**src/rtl/weighted_window_fir_filter_assert.svh**
```systemverilog
// ---------------------------------------------------------------------------
// Assertion macros for the weighted window FIR filter
// Shared property forms, clocked on clk and disabled during rst.
// ---------------------------------------------------------------------------
`ifndef WEIGHTED_WINDOW_FIR_FILTER_ASSERT_SVH
`define WEIGHTED_WINDOW_FIR_FILTER_ASSERT_SVH

// Same-cycle implication
`define WWF_ASSERT_SAME(lbl, ante, cons) \
  lbl: assert property (@(posedge clk) disable iff (rst) (ante) |-> (cons)) \
    else $error("same-cycle check failed");

// Next-cycle implication
`define WWF_ASSERT_NEXT(lbl, ante, cons) \
  lbl: assert property (@(posedge clk) disable iff (rst) (ante) |=> (cons)) \
    else $error("next-cycle check failed");

`endif

```
**src/rtl/wwf_pkg.sv**
```systemverilog
// ---------------------------------------------------------------------------
// wwf_pkg
// Shared types and constants of the weighted window FIR filter.
// ---------------------------------------------------------------------------
package wwf_pkg;

  // Field widths
  localparam int CMD_W    = 2;
  localparam int SAMPLE_W = 16;
  localparam int IDX_W    = 6;
  localparam int COEF_W   = 16;
  localparam int OUT_W    = 38;
  // Signed sample times unsigned weight (weight gets a zero sign bit)
  localparam int PROD_W   = SAMPLE_W + COEF_W + 1;

  // Default window length
  localparam int TAPS_DEFAULT = 64;

  // Command codes
  localparam logic [CMD_W-1:0] CMD_FILTER = 2'd0;
  localparam logic [CMD_W-1:0] CMD_LOAD   = 2'd1;
  localparam logic [CMD_W-1:0] CMD_CLEAR  = 2'd2;

  // Sequencer states
  typedef enum logic [1:0] {
    S_IDLE,
    S_RUN,
    S_OUT
  } wwf_state_t;

  // Per-cell history control
  typedef struct packed {
    logic shift;
    logic clear;
  } cell_ctl_t;

endpackage

```
**src/rtl/wwf_cell.sv**
```systemverilog
// ---------------------------------------------------------------------------
// wwf_cell
// One tap: holds a history sample and a weight, adds its product to the
// partial sum arriving from the previous tap and registers it onward.
// ---------------------------------------------------------------------------
module wwf_cell
  import wwf_pkg::*;
#(
  parameter int ACC_W = 38
) (
  input  logic                       clk,
  input  logic                       rst,
  input  cell_ctl_t                  ctl,
  input  logic signed [SAMPLE_W-1:0] sample_in,
  output logic signed [SAMPLE_W-1:0] sample_out,
  input  logic                       wr_en,
  input  logic        [COEF_W-1:0]   wr_value,
  input  logic signed [ACC_W-1:0]    acc_in,
  output logic signed [ACC_W-1:0]    acc_out
);

  logic signed [SAMPLE_W-1:0] hist;
  logic        [COEF_W-1:0]   weight;
  logic signed [PROD_W-1:0]   prod;
  logic signed [ACC_W-1:0]    acc;

  // History slot: shift from neighbor, or clear
  always_ff @(posedge clk) begin
    if (rst || ctl.clear) begin
      hist <= '0;
    end else if (ctl.shift) begin
      hist <= sample_in;
    end
  end

  // Tap weight
  always_ff @(posedge clk) begin
    if (rst) begin
      weight <= '0;
    end else if (wr_en) begin
      weight <= wr_value;
    end
  end

  // Multiply-accumulate, one stage of the sum chain
  assign prod = hist * $signed({1'b0, weight});

  always_ff @(posedge clk) begin
    acc <= acc_in + ACC_W'(prod);
  end

  assign sample_out = hist;
  assign acc_out    = acc;

endmodule
```
**config.mk**
```make
export PLATFORM = sky130hd
export DESIGN_NAME = wwf_cell
export DESIGN_NICKNAME = d
export VERILOG_FILES = /design/src/rtl/weighted_window_fir_filter_assert.svh /design/src/rtl/wwf_pkg.sv /design/src/rtl/wwf_cell.sv
export SDC_FILE = /design/constraint.sdc
export NUM_CORES = 1
export LEC_CHECK = 0
export ABC_AREA = 1
export BUFFER_PORTS_ARGS = -buffer_cell sky130_fd_sc_hd__buf_2
export CORE_MARGIN = 3
export CORE_UTILIZATION = 50
export CTS_BUF_LIST = sky130_fd_sc_hd__clkbuf_16
export CTS_CLUSTER_DIAMETER = 100
export DETAILED_ROUTE_END_ITERATION = 10
export GPL_ROUTABILITY_DRIVEN = 0
export HOLD_SLACK_MARGIN = 0.05
export PLACE_DENSITY = 0.71
export SLEW_MARGIN = 20
export SYNTH_ARGS = -nofsm -noshare
export SYNTH_HDL_FRONTEND = slang
export SYNTH_SLANG_ARGS = --single-unit
```
**constraint.sdc**
```tcl
create_clock -name clk -period 6.6 [get_ports clk]
set_input_delay 1.32 -clock clk [delete_from_list [all_inputs] [get_ports clk]]
set_output_delay 1.32 -clock clk [all_outputs]
set_load 0.005 [all_outputs]
```
==> impl_metrics.toml, run 1 <==
[layout]
drive_gt1_share_pct = 12.0
fill_cells = 2399
syn2layout_area_growth_pct = 9.59
num-nets-final = 2242
num_antenna_cells = 0

[floorplanning]
num_rows = 58
die_area_um2 = 27800
io_pins = 129
die_w_um = 167
core_um2 = 25300
initial_core_util_pct = 51.1
die_y_um = 167

[clocking]
cts-buffers-inserted = 9
clkSlewWorstSetupHoldPaths_ns = 0.06
ctsResizeCount = 0
post_cts_buffers = 0
clkLatencyLatePin_ns = 0.35
clk_path_buf_depth = 2
cts_htree_levels = 3
postCtsHoldBufs = 0
cts_sinks = 70
root_buffer = "clkbuf_16"
cts_tree = "done"

[timing]
rsz0062_at_grt = "false"
max_freq_mhz = 164
setup_tns_ns = 0
hold_viol = 0
finalSetupViolCount = 0
period_needed_ns = 6.09
finalMaxSlewViolations = 0
fin_skew_ns = 0.0121
relSlewSlack_pct = 40.1
min_period_over_period_pct = 92.2
tightestPinTransition_ns = 0.897
fin_ws_ns = 0.512

[drt]
drc = 0
drt_pass1_iterations = 8
wl_per_cell_um = 16.1
antenna_left = 0
drt_iter0_markers = 548
wl_mm = 34.5
vias = 10700
via_per_inst = 4.98

[logic_synthesis]
async_reset_ff_share_pct = 0
ys_warn_count = 0
synthTopCellsByCount = "inv_1 (518), nand2_1 (456), fa_1 (227), ha_1 (132)"
synth-edff-count = 0
synth_area_leaders = "fa_1 (35%), inv_1 (15%), nand2_1 (13%)"
yosysSeqAreaShare_pct = 10.9
yosys.area.top_type = "fa_1"
synth_nets = 2158
synth_top_area_share_pct = 35.2
syn_area_um2 = 12900
yosysMostFrequentCell = "inv_1"
synth_seq_cells = 70
ys_types = 28
synth_area_per_cell_um2 = 7.48
synthFlopType = "dfxtp_1"
synthCells = 1724

[setup_path]
critical_path.max_fanout = 18
startpoint_type = "flop"
cp_data_required_time_ns = 6.84
path_cells = "inv_1 -> or2_2 -> fa_1 -> fa_1 -> inv_1 -> fa_1 -> fa_1 -> fa_1 -> inv_1 -> fa_1 -> inv_1 -> ha_1 -> nand2_2 -> nor2_2 -> inv_2 -> nor3_2 -> nand2_1 -> nand2_2 -> nand2_1 -> nand3_1 -> nand2_1"
cp.arrival_ns = 6.33
path_class = "flop to flop"
end_kind = "flop"
cp_slowest_cell = "dfxtp_1"
critPathMaxStageDelay_ns = 0.55
timing.critical_path.mode_cell = "fa_1"

[global_route]
first_global_vias = 11600
grt_antenna_before_repair = 0
grt.total_usage_pct = 26.0
grt_overflow = 0
grt_start_max_net_pins = 19
grt_pass1_wl_mm = 58.0

[power_and_ir_drop]
p_leak_nw = 8.74
vdd_drop_max_mv = 0.118
power.density_nw_per_um2 = 130
finalPower_mw = 1.83

[placed_design]
io_buffers = 128
hpwl_mm = 28.7
dp_slack_ns = 0.607

[status]
outcome = "finished, final reports clean"

[run]
drv_cap = 0

[worst_hold_path]
hp-class = "flop to flop"
## layer usage
layer	vias to the layer above	share of wire (%)	track usage, %
met2	408	50	46.2
met4	0	3.6	9.22
met5	-	0	0
met3	80	7.2	4.18
met1	5163	39	32.3
li1	5031	-	-
## through the flow
step / cells / util, % / cell area, µm² / hold slack, ns
global placement: 2127 / 54.7 / 13800 / 0.573
CTS: 2143 / 56.0 / 14100 / 0.579
global route: 2143 / 56.0 / 14100 / 0.623
detailed placement: 2127 / 54.7 / 13800 / 0.570
floorplan: 1724 / - / 12900 / 0.601
finish: 2143 / 56.0 / 14100 / 0.583
## cell type report
| cell class | count | area, µm² | area share, % |
|---|---|---|---|
| Multi-Input combinational cell | 1056 | 9260 | 65.5 |
| Inverter | 526 | 1970 | 14.0 |
| Sequential cell | 70 | 1400 | 9.91 |
| Timing Repair Buffer | 145 | 768 | 5.43 |
| Tap cell | 330 | 413 | 2.92 |
| Clock buffer | 9 | 225 | 1.59 |
| Clock inverter | 7 | 103 | 0.726 |
## layout by cell type (no fill, tap or decap), types with 3 or more instances in the layout
cell type,synthesis,layout
a21oi_1,70,70
nor2_2,7,7
nor3_2,4,4
nand2_1,456,456
fa_1,227,227
clkbuf_16,0,9
nor3_1,5,5
nand2_2,24,24
dfxtp_1,70,70
nor2_1,50,50
xnor2_1,3,3
o21ai_1,4,4
o21ai_0,19,19
xor2_1,17,17
ha_1,132,132
or2_2,5,5
inv_2,8,8
inv_1,518,518
buf_2,1,128
nand3_1,22,22
inv_6,0,3
buf_4,0,17
nand3_2,3,3
## state kept, by name (all words and copies together), names as in the netlist
name        flops
acc_out        38
weight         16
sample_out     16
## critical path, delay by kind of cell (launching register included)
| kind | cells | cell delay, ns |
|---|---|---|
| buffers and inverters | 5 | 0.73 |
| DFF | 1 | 0.55 |
| and+or+nand+nor | 9 | 1.36 |
| adders and majority gates | 7 | 3.32 |
## where the power goes
| part | switching, mW | leakage [nW] | internal (mW) |
|---|---|---|---|
| sequential | 0.0660 | 0.583 | 0.496 |
| clock | 0.221 | 0.157 | 0.336 |
| combinational | 0.445 | 8.00 | 0.268 |
## final timing paths
kind,startpoint,end,slack (ns),depth (start not counted)
worst min register to register,weight[12]$_SDFFE_PP0P_,weight[12]$_SDFFE_PP0P_,0.58,2
worst min-delay path,weight[12]$_SDFFE_PP0P_,weight[12]$_SDFFE_PP0P_,0.58,2
worst max-delay path,sample_out[15]$_SDFFE_PP0P_,acc_out[35]$_DFF_P_,0.51,21
worst max register to register,sample_out[15]$_SDFFE_PP0P_,acc_out[35]$_DFF_P_,0.51,21
## cell families after synthesis
kind of cell / share of synthesized area (%)
AO/OA/AOI/OAI: 3.71
XOR/XNOR: 1.36
adder cells (fa/ha/maj): 48.0
buffers and inverters: 17.4
flip-flops: 10.9
AND/OR/NAND/NOR: 18.6
No activity file was read; power rests on OpenSTA's default activity.
==> run 2: changes to the inputs <==
- clock period: 6.6 -> 7.86 ns (I/O delays scaled with it)
==> impl_metrics.toml, run 2 (synthesis results as in run 1) <==
[layout]
final_common_cell = "inv_1"
mostFrequentLayoutCells = "inv_1 (518), nand2_1 (456), fa_1 (227)"
register_area_um2 = 1400
fin_cells = 2131
num-nets-final = 2230
largest_reg_flops = 38
syn2layout_area_growth_pct = 8.73
fill_cells = 2373
multiInputGateArea_um2 = 9260
num_antenna_cells = 0
drive_gt1_share_pct = 11.4

[timing]
fin_skew_ns = 0.0113
finalSetupViolCount = 0
period_needed_ns = 5.90
tightestPinTransition_ns = 0.882
fin_ws_ns = 1.96
hold_viol = 0
setup_tns_ns = 0
finalMaxSlewViolations = 0
relSlewSlack_pct = 41.1
min_period_over_period_pct = 75.1
hold_slack_ns = 0.791
max_freq_mhz = 169
rsz0062_at_grt = "false"

[floorplanning]
io_pins = 129
initial_core_util_pct = 51.1
die_w_um = 167
num_rows = 58
die_y_um = 167
die_area_um2 = 27800
core_um2 = 25300

[drt]
wl_mm = 33.8
via_per_inst = 4.94
vias = 10500
wl_per_cell_um = 15.9
drt_iter0_markers = 774
antenna_left = 0
drc = 0
drt_pass1_iterations = 7

[power_and_ir_drop]
pwr-share-clk_pct = 29.2
p_seq_share_pct = 32.1
comb_power_share_pct = 38.7
p_sw_mw = 0.614
p_leak_nw = 8.66
finalPower_mw = 1.50
swShare_pct = 40.9
p_int_mw = 0.889
vdd_drop_max_mv = 0.0932
power.density_nw_per_um2 = 107

[clocking]
clk_path_buf_depth = 2
cts-buffers-inserted = 9
clkSlewWorstSetupHoldPaths_ns = 0.07
cts_sinks = 70
cts_htree_levels = 3
clkLatencyLatePin_ns = 0.35
post_cts_buffers = 0
cts_tree = "done"
postCtsHoldBufs = 0
ctsResizeCount = 0
root_buffer = "clkbuf_16"

[setup_path]
path_cells = "nand2_1 -> fa_1 -> inv_1 -> fa_1 -> inv_1 -> fa_1 -> inv_1 -> fa_1 -> inv_1 -> fa_1 -> fa_1 -> inv_1 -> ha_1 -> nand2_1 -> inv_1 -> nand2_1 -> nand2_1 -> a21oi_1 -> nand2_2 -> nand2_1 -> nand2_1 -> nand2_1 -> nand2_1"
startpoint_type = "flop"
r2r_cells = 23
critPathMaxStageDelay_ns = 0.88
cp_slowest_cell = "dfxtp_1"
cp.arrival_ns = 6.15
r2r_setup_slack_ns = 1.96
end_kind = "flop"
r2r-start = "weight[13]$_SDFFE_PP0P_"
critical_path.max_fanout = 17
startpoint = "weight[13]$_SDFFE_PP0P_"
cp_data_required_time_ns = 8.10
timing.critical_path.mode_cell = "nand2_1"
path_class = "flop to flop"

[global_route]
grt_overflow = 0
grt_pass1_wl_mm = 57.5
grt_start_max_net_pins = 19
first_global_vias = 11400
grt_antenna_before_repair = 0
grt.total_usage_pct = 25.8

[placed_design]
dp_slack_ns = 2.03
io_buffers = 128
hpwl_mm = 27.9
dp.cells = 2115

[worst_hold_path]
worstHoldStart = "sample_out[14]$_SDFFE_PP0P_"
whs_path_depth = 2
hp-class = "flop to flop"

[run]
drv_cap = 0

[status]
outcome = "finished, final reports clean"
## run 2: cell count changes in the layout (fill, tap and decap cells not counted), sizes merged
cell      previous run  this run
clkinvlp             1         3
bufinv               2         1
clkinv               1         0
buf                145       133
## run 2: layer usage
layer  track usage, %  share of wire [%]
met3             2.94                5.7
met5                0                  0
met2             45.3                 50
met4             8.36                2.8
met1             33.5                 42
## run 2: worst max-delay path, delay by kind of cell (launching register included)
kind	cells	cell delay, ns
DFF	1	0.88
and+or+nand+nor	9	0.93
AOI/OAI and AO/OA	1	0.18
buffers and inverters	6	0.37
adders and majority gates	7	3.43
## run 2: final cells by class
cell class | count | area share, %
clock buffer | 9 | 1.61
clock inverter | 7 | 0.580
inverter | 526 | 14.1
multi-input combinational | 1056 | 66.0
sequential | 70 | 9.99
tap | 330 | 2.94
timing repair buffer | 133 | 4.83
## run 2: path summary, 6_finish.rpt
| path | end |
|---|---|
| worst max-delay path | acc_out[35]$_DFF_P_ |
| worst min-delay path | sample_out[14]$_SDFFE_PP0P_ |
| worst max register to register | acc_out[35]$_DFF_P_ |
| worst min register to register | sample_out[14]$_SDFFE_PP0P_ |
## run 2: power by group through the flow
stage	Clock, mW	Combinational, mW	Sequential (mW)
floorplan	0	0.388	0.447
global placement	0	0.566	0.490
detailed placement	0	0.574	0.487
CTS	0.444	0.582	0.481
global route	0.457	0.657	0.488
finish	0.439	0.581	0.482
## run 2: stage by stage
stage	util, %	instance area, µm²
floorplan	-	12900
global placement	54.3	13700
detailed placement	54.3	13700
CTS	55.5	14000
global route	55.5	14000
finish	55.5	14000
